**config.mk**
```make
export PLATFORM = sky130hd
export DESIGN_NAME = ultrasonic_range_to_servo_pwm
export DESIGN_NICKNAME = d
export VERILOG_FILES = /design/src/rtl/urspwm_pkg.sv /design/src/rtl/ultrasonic_range_to_servo_pwm.sv /design/src/rtl/urspwm_seq.sv /design/src/rtl/urspwm_pwm.sv
export SDC_FILE = /design/constraint.sdc
export NUM_CORES = 1
export LEC_CHECK = 0
export BUFFER_PORTS_ARGS = -buffer_cell sky130_fd_sc_hd__buf_4
export CORE_UTILIZATION = 30
export CTS_CLUSTER_DIAMETER = 200
export DETAILED_ROUTE_END_ITERATION = 16
export HOLD_SLACK_MARGIN = 0.02
export PLACE_DENSITY = 0.58
export SLEW_MARGIN = 10
export SYNTH_ARGS = -nofsm -noshare
export SYNTH_HDL_FRONTEND = slang
export SYNTH_SLANG_ARGS = --single-unit
```
**constraint.sdc**
```tcl
create_clock -name clk -period 3.4 [get_ports clk]
set_input_delay 0.51 -clock clk [delete_from_list [all_inputs] [get_ports clk]]
set_output_delay 0.51 -clock clk [all_outputs]
set_load 0.02 [all_outputs]
```
**src/rtl/urspwm_pkg.sv**
```systemverilog
// Shared types and constants for the ultrasonic ranger and servo PWM block.
package urspwm_pkg;

  // Width of the echo tick counter; the counter saturates at its top value.
  localparam int COUNT_WIDTH = 16;

  // distance_mm = 340 * (2 * count) / 1000 = 17 * count / 25
  localparam int DIST_NUM   = 17;
  localparam int DIST_DEN   = 25;
  localparam int REM_WIDTH  = $clog2(DIST_DEN);

  localparam logic [15:0] PWM_PERIOD_RST    = 16'd4999;
  localparam logic [7:0]  TRIGGER_TICKS_RST = 8'd3;
  localparam logic [15:0] GAP_TICKS_RST     = 16'd25000;
  localparam logic [15:0] PULSE_RST         = 16'd375;

  // Distance bands and the servo pulse for each band
  localparam logic [15:0] BAND_0 = 16'd100;
  localparam logic [15:0] BAND_1 = 16'd200;
  localparam logic [15:0] BAND_2 = 16'd300;
  localparam logic [15:0] BAND_3 = 16'd400;
  localparam logic [15:0] BAND_4 = 16'd500;
  localparam logic [15:0] PULSE_0 = 16'd500;
  localparam logic [15:0] PULSE_1 = 16'd438;
  localparam logic [15:0] PULSE_2 = 16'd375;
  localparam logic [15:0] PULSE_3 = 16'd313;
  localparam logic [15:0] PULSE_4 = 16'd250;

  // Configuration register indexes
  localparam logic [1:0] REG_PWM_PERIOD    = 2'd0;
  localparam logic [1:0] REG_TRIGGER_TICKS = 2'd1;
  localparam logic [1:0] REG_GAP_TICKS     = 2'd2;

  typedef enum logic [2:0] {
    PH_TRIG_LOW  = 3'd0,
    PH_TRIG_HIGH = 3'd1,
    PH_WAIT_RISE = 3'd2,
    PH_MEASURE   = 3'd3,
    PH_GAP       = 3'd4
  } phase_t;

  typedef struct packed {
    logic [15:0] pwm_period;
    logic [7:0]  trigger_ticks;
    logic [15:0] gap_ticks;
  } cfg_t;

  // Sequencer results for one tick
  typedef struct packed {
    logic        trig;
    logic        done;
    logic [15:0] pulse_next;
    logic [15:0] distance_next;
  } seq_res_t;

endpackage

```
**src/rtl/ultrasonic_range_to_servo_pwm.sv**
```systemverilog
// Top level: ultrasonic ranger driving a servo PWM, one beat per 4 us tick.
//
//   channel   dir  signals                      beat content
//   s_*       in   s_tvalid s_tready s_tdata    one tick, echo level
//   m_*       out  m_tvalid m_tready m_tdata    pin levels and status for that tick
//   cfg_*     in   cfg_we cfg_index cfg_data    register write, no wait
//
// One beat per cycle sustained while m_tready holds; each beat passes an input
// register and one pass of sequencer and PWM logic into the output register.
// Synchronous reset restores defaults in all but in_echo, m_tdata, dist_q, dist_r.
// A stalled output holds its beat; the input register still takes one beat,
// then s_tready drops until the output drains.
module ultrasonic_range_to_servo_pwm import urspwm_pkg::*; (
  input  logic        clk,
  input  logic        rst,
  input  logic        s_tvalid,
  output logic        s_tready,
  input  logic [7:0]  s_tdata,   // [0] echo, [7:1] zero
  output logic        m_tvalid,
  input  logic        m_tready,
  output logic [39:0] m_tdata,   // [0] trig_out, [1] pwm_out, [17:2] pulse_ticks,
                                 // [33:18] distance_mm, [34] measure_done, [39:35] zero
  input  logic        cfg_we,
  input  logic [1:0]  cfg_index,
  input  logic [15:0] cfg_data
);

  cfg_t        cfg;
  logic        in_valid;
  logic        in_echo;
  logic        step;
  logic        pwm;
  logic [15:0] pulse_value;
  seq_res_t    res;

  always_ff @(posedge clk) begin
    if (rst) begin
      cfg.pwm_period    <= PWM_PERIOD_RST;
      cfg.trigger_ticks <= TRIGGER_TICKS_RST;
      cfg.gap_ticks     <= GAP_TICKS_RST;
    end else if (cfg_we) begin
      case (cfg_index)
        REG_PWM_PERIOD:    cfg.pwm_period    <= cfg_data;
        REG_TRIGGER_TICKS: cfg.trigger_ticks <= cfg_data[7:0];
        REG_GAP_TICKS:     cfg.gap_ticks     <= cfg_data;
        default: ;
      endcase
    end
  end

  assign step     = in_valid && (!m_tvalid || m_tready);
  assign s_tready = !in_valid || step;

  always_ff @(posedge clk) begin
    if (rst) begin
      in_valid <= 1'b0;
    end else if (s_tready) begin
      in_valid <= s_tvalid;
    end
  end

  always_ff @(posedge clk) begin
    if (s_tvalid && s_tready)
      in_echo <= s_tdata[0];
  end

  urspwm_seq u_seq (
    .clk         (clk),
    .rst         (rst),
    .step        (step),
    .echo        (in_echo),
    .cfg         (cfg),
    .pulse_value (pulse_value),
    .res         (res)
  );

  // PWM sees the pulse as it stood before this tick's measurement
  urspwm_pwm u_pwm (
    .clk         (clk),
    .rst         (rst),
    .step        (step),
    .pwm_period  (cfg.pwm_period),
    .pulse_value (pulse_value),
    .pwm         (pwm)
  );

  always_ff @(posedge clk) begin
    if (rst) begin
      m_tvalid <= 1'b0;
    end else if (step) begin
      m_tvalid <= 1'b1;
    end else if (m_tready) begin
      m_tvalid <= 1'b0;
    end
  end

  always_ff @(posedge clk) begin
    if (step)
      m_tdata <= {5'd0, res.done, res.distance_next, res.pulse_next, pwm, res.trig};
  end

endmodule

```
**src/rtl/urspwm_seq.sv**
```systemverilog
// Trigger / echo sequencer with running distance and servo pulse selection.
module urspwm_seq import urspwm_pkg::*; (
  input  logic        clk,
  input  logic        rst,
  input  logic        step,
  input  logic        echo,
  input  cfg_t        cfg,
  output logic [15:0] pulse_value,
  output seq_res_t    res
);

  phase_t                 phase, phase_next;
  logic [15:0]            phase_ticks, phase_ticks_next;
  logic [COUNT_WIDTH-1:0] echo_ticks, echo_ticks_next;
  logic [15:0]            dist_q, dist_q_next;
  logic [REM_WIDTH-1:0]   dist_r, dist_r_next;
  logic [15:0]            last_distance, last_distance_next;
  logic [15:0]            pulse_next;
  logic [16:0]            pt_inc;
  logic [15:0]            trig_len;
  logic [REM_WIDTH:0]     rem_sum;
  logic                   trig, done;

  assign trig_len = (cfg.trigger_ticks == 8'd0) ? 16'd1 : {8'd0, cfg.trigger_ticks};
  assign pt_inc   = {1'b0, phase_ticks} + 17'd1;
  assign rem_sum  = {1'b0, dist_r} + (REM_WIDTH+1)'(DIST_NUM);

  always_comb begin
    phase_next         = phase;
    phase_ticks_next   = phase_ticks;
    echo_ticks_next    = echo_ticks;
    dist_q_next        = dist_q;
    dist_r_next        = dist_r;
    last_distance_next = last_distance;
    pulse_next         = pulse_value;
    trig               = 1'b0;
    done               = 1'b0;
    case (phase)
      PH_TRIG_HIGH: begin
        trig = 1'b1;
        if (pt_inc >= {1'b0, trig_len}) begin
          phase_next       = PH_WAIT_RISE;
          phase_ticks_next = '0;
        end else begin
          phase_ticks_next = pt_inc[15:0];
        end
      end
      PH_WAIT_RISE: begin
        if (echo) begin
          echo_ticks_next = COUNT_WIDTH'(1);
          dist_q_next     = '0;
          dist_r_next     = REM_WIDTH'(DIST_NUM);
          phase_next      = PH_MEASURE;
        end
      end
      PH_MEASURE: begin
        if (echo) begin
          if (echo_ticks != {COUNT_WIDTH{1'b1}}) begin
            echo_ticks_next = echo_ticks + COUNT_WIDTH'(1);
            // quotient and remainder of 17*count/25 kept in step with count
            if (rem_sum >= (REM_WIDTH+1)'(DIST_DEN)) begin
              dist_r_next = REM_WIDTH'(rem_sum - (REM_WIDTH+1)'(DIST_DEN));
              if (dist_q != 16'hFFFF)
                dist_q_next = dist_q + 16'd1;
            end else begin
              dist_r_next = rem_sum[REM_WIDTH-1:0];
            end
          end
        end else begin
          done               = 1'b1;
          last_distance_next = dist_q;
          phase_ticks_next   = '0;
          phase_next         = (cfg.gap_ticks == 16'd0) ? PH_TRIG_LOW : PH_GAP;
          if (dist_q < BAND_0)      pulse_next = PULSE_0;
          else if (dist_q < BAND_1) pulse_next = PULSE_1;
          else if (dist_q < BAND_2) pulse_next = PULSE_2;
          else if (dist_q < BAND_3) pulse_next = PULSE_3;
          else if (dist_q < BAND_4) pulse_next = PULSE_4;
        end
      end
      PH_GAP: begin
        if (pt_inc >= {1'b0, cfg.gap_ticks}) begin
          phase_next       = PH_TRIG_LOW;
          phase_ticks_next = '0;
        end else begin
          phase_ticks_next = pt_inc[15:0];
        end
      end
      default: begin
        if (pt_inc >= {1'b0, trig_len}) begin
          phase_next       = PH_TRIG_HIGH;
          phase_ticks_next = '0;
        end else begin
          phase_next       = PH_TRIG_LOW;
          phase_ticks_next = pt_inc[15:0];
        end
      end
    endcase
  end

  always_ff @(posedge clk) begin
    if (rst) begin
      phase         <= PH_TRIG_LOW;
      phase_ticks   <= '0;
      echo_ticks    <= '0;
      last_distance <= '0;
      pulse_value   <= PULSE_RST;
    end else if (step) begin
      phase         <= phase_next;
      phase_ticks   <= phase_ticks_next;
      echo_ticks    <= echo_ticks_next;
      last_distance <= last_distance_next;
      pulse_value   <= pulse_next;
    end
  end

  always_ff @(posedge clk) begin
    if (step) begin
      dist_q <= dist_q_next;
      dist_r <= dist_r_next;
    end
  end

  assign res.trig          = trig;
  assign res.done          = done;
  assign res.pulse_next    = pulse_next;
  assign res.distance_next = last_distance_next;

endmodule

```
**src/rtl/urspwm_pwm.sv**
```systemverilog
// Servo PWM counter with the pulse width latched at period start.
module urspwm_pwm import urspwm_pkg::*; (
  input  logic        clk,
  input  logic        rst,
  input  logic        step,
  input  logic [15:0] pwm_period,
  input  logic [15:0] pulse_value,
  output logic        pwm
);

  logic [15:0] pwm_count, pwm_count_next;
  logic [15:0] active_pulse, active_pulse_next;

  always_comb begin
    active_pulse_next = (pwm_count == 16'd0) ? pulse_value : active_pulse;
    pwm               = (pwm_count <= active_pulse_next);
    // a count at or past the top wraps, also when the top was just lowered
    pwm_count_next    = (pwm_count >= pwm_period) ? 16'd0 : pwm_count + 16'd1;
  end

  always_ff @(posedge clk) begin
    if (rst) begin
      pwm_count    <= '0;
      active_pulse <= PULSE_RST;
    end else if (step) begin
      pwm_count    <= pwm_count_next;
      active_pulse <= active_pulse_next;
    end
  end

endmodule

```
# Word-level counts from Yosys, hierarchy flattened
# Index checks and enable logic that the tools add are counted.
[word_totals]
out_inout_bits = 42
in_bits = 31
wordCells = 111
regBits = 198
[op_classes]
bitwise = 1
addsub = 6
n_mux = 42
eq_ne = 16
reduce_logical = 19
magnitude_cmp = 10
[op_table]
columns = ["operator", "count"]
rows = [
  ["$mux 16", 22],
  ["$pmux 16 s2", 2],
  ["$add 16x1->16 const B", 3],
  ["$lt 16x9->1 const B", 3],
  ["$pmux 16 s3", 1],
  ["$ge 17x16->1", 2],
  ["$logic_not 16->1", 2],
  ["$ne 16x16->1 const B", 2],
  ["$mux 5", 4],
  ["$add 16x1->17 const B", 1],
  ["$ge 16x16->1", 1],
  ["$le 16x16->1", 1],
  ["$lt 16x7->1 const B", 1],
  ["$lt 16x8->1 const B", 1],
  ["$mux 3", 5],
  ["$pmux 3 s4", 1],
  ["$ne 2x1->1 const B", 5],
  ["$pmux 5 s2", 1],
  ["$reduce_and 5->1", 2],
  ["$logic_not 8->1", 1],
  ["$mux 8", 1],
  ["$reduce_and 7->1", 1],
  ["$add 5x5->6 const B", 1],
  ["$eq 3x2->1 const B", 2],
  ["other kinds (16)", 28],
]

# Depth between registers and ports, before layout
[depth]
depth_word = 8
depth_mapped = 15
ltp_nobuf = 13

# Cells and area by module
# A second synthesis with hierarchy kept.
[unflattened]
cells_unflattened = 1090
hier_area_um2 = 10432.5
[by_module_without_submodules]
columns = ["mod", "instances", "cells_each", "seq_area_each_um2", "area_per_inst_um2"]
rows = [
  ["urspwm_seq", 1, 611, 1971.9, 5322.6],
  ["ultrasonic_range_to_servo_pwm", 1, 215, 1921.8, 2860.2],
  ["urspwm_pwm", 1, 264, 640.6, 2249.7],
]

# Worst setup path after synthesis
# OpenSTA, ideal clock, no wires.
[synth_path]
kind = "reg-to-reg"
start = "register u_pwm.pwm_count[0]"
end = "register m_tdata[1] (data pin)"
stages_incl_launch_ff = 16
synth_period_minus_slack_ps = 3290
n_path_buf = 2
arrival_ps = 3138
path_slack_ps = 110
path_cell_list = "dfxtp_1 inv_1 ha_1 nor4b_1 nand4_1 clkbuf_1 buf_1 mux2i_1 ha_1 nor2b_1 o21a_1 o21a_1 o21a_1 o21a_1 o21a_1 o21ai_0"
[synth_via]
elab_chain_cells = 3
[synth_rtl]
columns = ["element", "line_no", "source"]
rows = [
  ["start, declared", "urspwm_pwm.sv:11", "logic [15:0] pwm_count, pwm_count_next;"],
  ["start signal, assigned", "urspwm_pwm.sv:26", "pwm_count <= pwm_count_next;"],
  ["$logic_not 16->1", "urspwm_pwm.sv:15", "active_pulse_next = (pwm_count == 16'd0) ? pulse_value : active_pulse;"],
  ["$mux 16", "urspwm_pwm.sv:15", ""],
  ["$le 16x16->1 (*)", "urspwm_pwm.sv:16", "pwm = (pwm_count <= active_pulse_next);"],
  ["via pwm", "ultrasonic_range_to_servo_pwm.sv:32", "logic pwm;"],
  ["end signal, assigned", "ultrasonic_range_to_servo_pwm.sv:99", "m_tdata <= {5'd0, res.done, res.distance_next, res.pulse_next, pwm, res.trig};"],
  ["end, declared", "ultrasonic_range_to_servo_pwm.sv:21", "output logic [39:0] m_tdata,"],
]
# The timed path passes the listed nets; every way through them passes the cells marked *.
# A chain may end at the register's enable or synchronous reset.

# Worst setup path in the final report
[layout_path]
start = "register u_seq.phase_ticks[10]"
end = "register u_seq.phase_ticks[0]"
[layout_via]
elab_chain_cells = 4
[layout_rtl]
columns = ["element", "line_no", "source"]
rows = [
  ["start, declared", "urspwm_seq.sv:13", "logic [15:0] phase_ticks, phase_ticks_next;"],
  ["start signal, assigned", "urspwm_seq.sv:110", "phase_ticks <= phase_ticks_next;"],
  ["$add 16x1->17 (*)", "urspwm_seq.sv:25", "assign pt_inc = {1'b0, phase_ticks} + 17'd1;"],
  ["$ge 17x16->1, on equally long branches", "urspwm_seq.sv:41, urspwm_seq.sv:90, urspwm_seq.sv:82", ""],
  ["$mux 16, on equally long branches", "urspwm_seq.sv:41, urspwm_seq.sv:90, urspwm_seq.sv:82", ""],
  ["$pmux 16 s3 (*)", "urspwm_seq.sv:38", "case (phase)"],
]
# Mark *: on every way between the ends. The rest lies on a longest branch, timed or not.

==> flow_summary.json <==
{
  "status": "finished, final reports clean",
  "wl_met2_um": 10700,
  "cts.reportedPaths.clkPinSlew_ns": 0.08,
  "grt_max_degree": 49,
  "max-cap-violations": 0,
  "pre_cts_slack_ns": 0.0962,
  "ios": 73,
  "ys_types": 69,
  "drc_errors": 0,
  "timing.rr.start": "u_seq.phase_ticks[10]",
  "final-setup-viol-count": 0,
  "fmax_mhz": 312,
  "cts_tree": "yes",
  "nNetsFinal": 1255,
  "slew_headroom_pct": 49.2,
  "synthArstFlopShare_pct": 0,
  "synth_edf_count": 57,
  "finalMaxSlewViolations": 0,
  "antenna_left": 0,
  "reg2reg_to": "u_seq.phase_ticks[0]",
  "yosysWarnings": 0,
  "dp.cells": 1592,
  "clockBufferDepth": 2,
  "multi_input_area_um2": 5270,
  "highest_layer": "met4",
  "vias_per_cell": 4.89,
  "fin_crit_ns": 3.20,
  "fillers": 3409,
  "cts_num_sinks": 198,
  "worst_ep_arrival_time_ns": 3.55,
  "finalHoldViolCount": 0,
  "initial_core_util_pct": 30.5,
  "clock_latency_ns": 0.44,
  "cp_max_fo": 16,
  "fin_cells": 1624,
  "post-route-period-util_pct": 94.2,
  "utilization_pct": 35.5,
  "cts_setup_buffers": 0,
  "syn-cell-area_um2": 10200,
  "globalplace.congestion": 0.791,
  "routedWlPerCell_um": 14.2,
  "rows": 67,
  "crit_path_end": "u_seq.phase_ticks[0]",
  "worst_slack_ns": 0.197,
  "setup.worst_path.class": "reg -> reg",
  "seq_area_um2": 4540,
  "drtPass1Iterations": 7,
  "antenna_found_initial": 0,
  "reg2reg_depth": 12,
  "pwr_density_cell_nw_per_um2": 411,
  "cts-root-buf": "clkbuf_16",
  "drive_above_1_share_pct": 15.4,
  "startpoint_type": "register",
  "cts_buffers": 17,
  "end_kind": "register",
  "synth_top_area_share_pct": 27.7,
  "ir_drop_mv": 0.377,
  "gr-usage-all-layers_pct": 13.5,
  "ys_ff_latch": 198,
  "ys_top_cells_by_area": "dfxtp_1, edfxtp_1, ha_1, nand2_1, a21oi_1",
  "drtIter0Drc": 448,
  "synth_top_cell_by_area": "dfxtp_1",
  "hpwl_um": 16700,
  "routed_wirelength_um": 23000,
  "met3_length_um": 811,
  "antenna_cells": 0,
  "vias": 7939,
  "cts_resized": 0,
  "grt_pass1_wl_um": 38300,
  "syn_area_per_cell_um2": 9.27,
  "syn_inst": 1099,
  "worstMarginPinSlew_ns": 0.762,
  "finClkSkew_ns": 0.00919,
  "io_buffers": 60,
  "synth_common_cells": "nand2_1, dfxtp_1, nor2_1",
  "yosysMostFrequentCell": "nand2_1",
  "holdBufCountCts": 0,
  "grt_overflow": 0,
  "wl_met1_um": 11300,
  "fp.dieArea_um2": 34700,
  "syn_to_final_growth_pct": 16.6,
  "startpoint": "u_seq.phase_ticks[10]",
  "grt_pass1_vias": 7646,
  "seq_area_frac_synth_pct": 44.5,
  "worstPathRequired_ns": 3.75,
  "r2r_slack_ns": 0.20,
  "worstHoldPathType": "in -> reg",
  "die_y_um": 186,
  "synth-main-ff-cell": "dfxtp_1",
  "leakage_nw": 4.62,
  "coreArea_um2": 33400,
  "die-width_um": 186,
  "h-tree-depth": 4
}
state kept, by name, summed over array words and instances (netlist names):
signal / flops
m_tdata: 35
u_seq.phase_ticks: 16
in_valid: 1
u_pwm.pwm_count: 16
u_pwm.active_pulse: 16
cfg: 40
u_seq.pulse_value: 16
u_seq.phase: 3
u_seq.last_distance: 16
in_echo: 1
u_seq.echo_ticks: 16
u_seq.dist_q: 16
m_tvalid: 1
u_seq.dist_r: 5
final cells by class:
class / count / area share, %
multi-input combinational: 797 / 44.4
sequential: 198 / 38.2
timing repair buffer: 94 / 6.15
tap: 448 / 4.72
clock buffer: 18 / 3.61
inverter: 55 / 1.75
clock inverter: 14 / 1.17
logic make-up after synthesis:
logic type	synth area share, %
AO/OA/AOI/OAI	14.3
XOR/XNOR	5.33
adder cells (fa/ha/maj)	7.49
buffers and inverters	4.31
flip-flops	44.5
multiplexers	4.36
other	0.0368
AND/OR/NAND/NOR	19.7
stage by stage:
stage | hold slack [ns] | TNS, ns | power, mW | instance area [um^2]
floorplan | 0.429 | 0 | 2.83 | 10200
global placement | 0.439 | 0 | 2.97 | 11300
detailed placement | 0.444 | 0 | 2.97 | 11300
CTS | 0.224 | 0 | 4.93 | 11800
global route | 0.227 | -0.00759 | 5.08 | 11900
finish | 0.242 | 0 | 4.88 | 11900
critical path, cell delays in order (launching register included):
cell and delay [ns]:
dfxtp_1 0.45, inv_1 0.11, nor4_4 0.37, xnor2_1 0.18
ha_1 0.28, and3_1 0.21, o311a_1 0.33, a211oi_1 0.27
o21a_1 0.18, o311a_1 0.26, a31oi_4 0.06, buf_12 0.18
o31ai_1 0.23
worst min-delay path by stage:
stage,from,endpoint,slack [ns],cells after the start
3_3_place_gp,u_seq.last_distance[11],u_seq.last_distance[11],0.44,2
6_report,s_tdata[0],in_echo,0.24,1
4_1_cts,s_tdata[0],in_echo,0.22,1
2_1_floorplan,u_seq.pulse_value[4],u_seq.pulse_value[4],0.43,1
3_5_place_dp,u_seq.last_distance[8],u_seq.last_distance[8],0.44,2
5_1_grt,s_tdata[0],in_echo,0.23,1
power breakdown:
part           switching (mW)  internal, mW  leakage (nW)
logic                   0.254         0.157          2.65
registers              0.0319          2.47          1.70
clock network           0.993         0.974         0.271
total                    1.28          3.60          4.62
cells in the final DEF, fill, tap and decap left out, types with 11 or more instances in the layout:
cell type,instances
nor2_1,74
edfxtp_1,57
mux2_2,19
nand4_1,23
or3_1,12
a211oi_1,32
xor2_1,36
xnor2_1,25
a21oi_1,69
mux2i_1,23
clkbuf_16,17
and2_1,17
and3_1,16
nand3_1,34
dfxtp_1,135
nand2_1,169
inv_1,53
nor4_1,12
nor3_1,16
o211ai_1,21
a21o_1,11
ha_1,61
buf_4,92
o21ai_0,22
metal layers:
layer,GRT usage (%),up-vias
met5,0,-
met4,3.72,0
met3,2.20,18
met2,22.3,140
met1,18.0,3747
li1,-,4034
(Power assumes the default switching activity.)
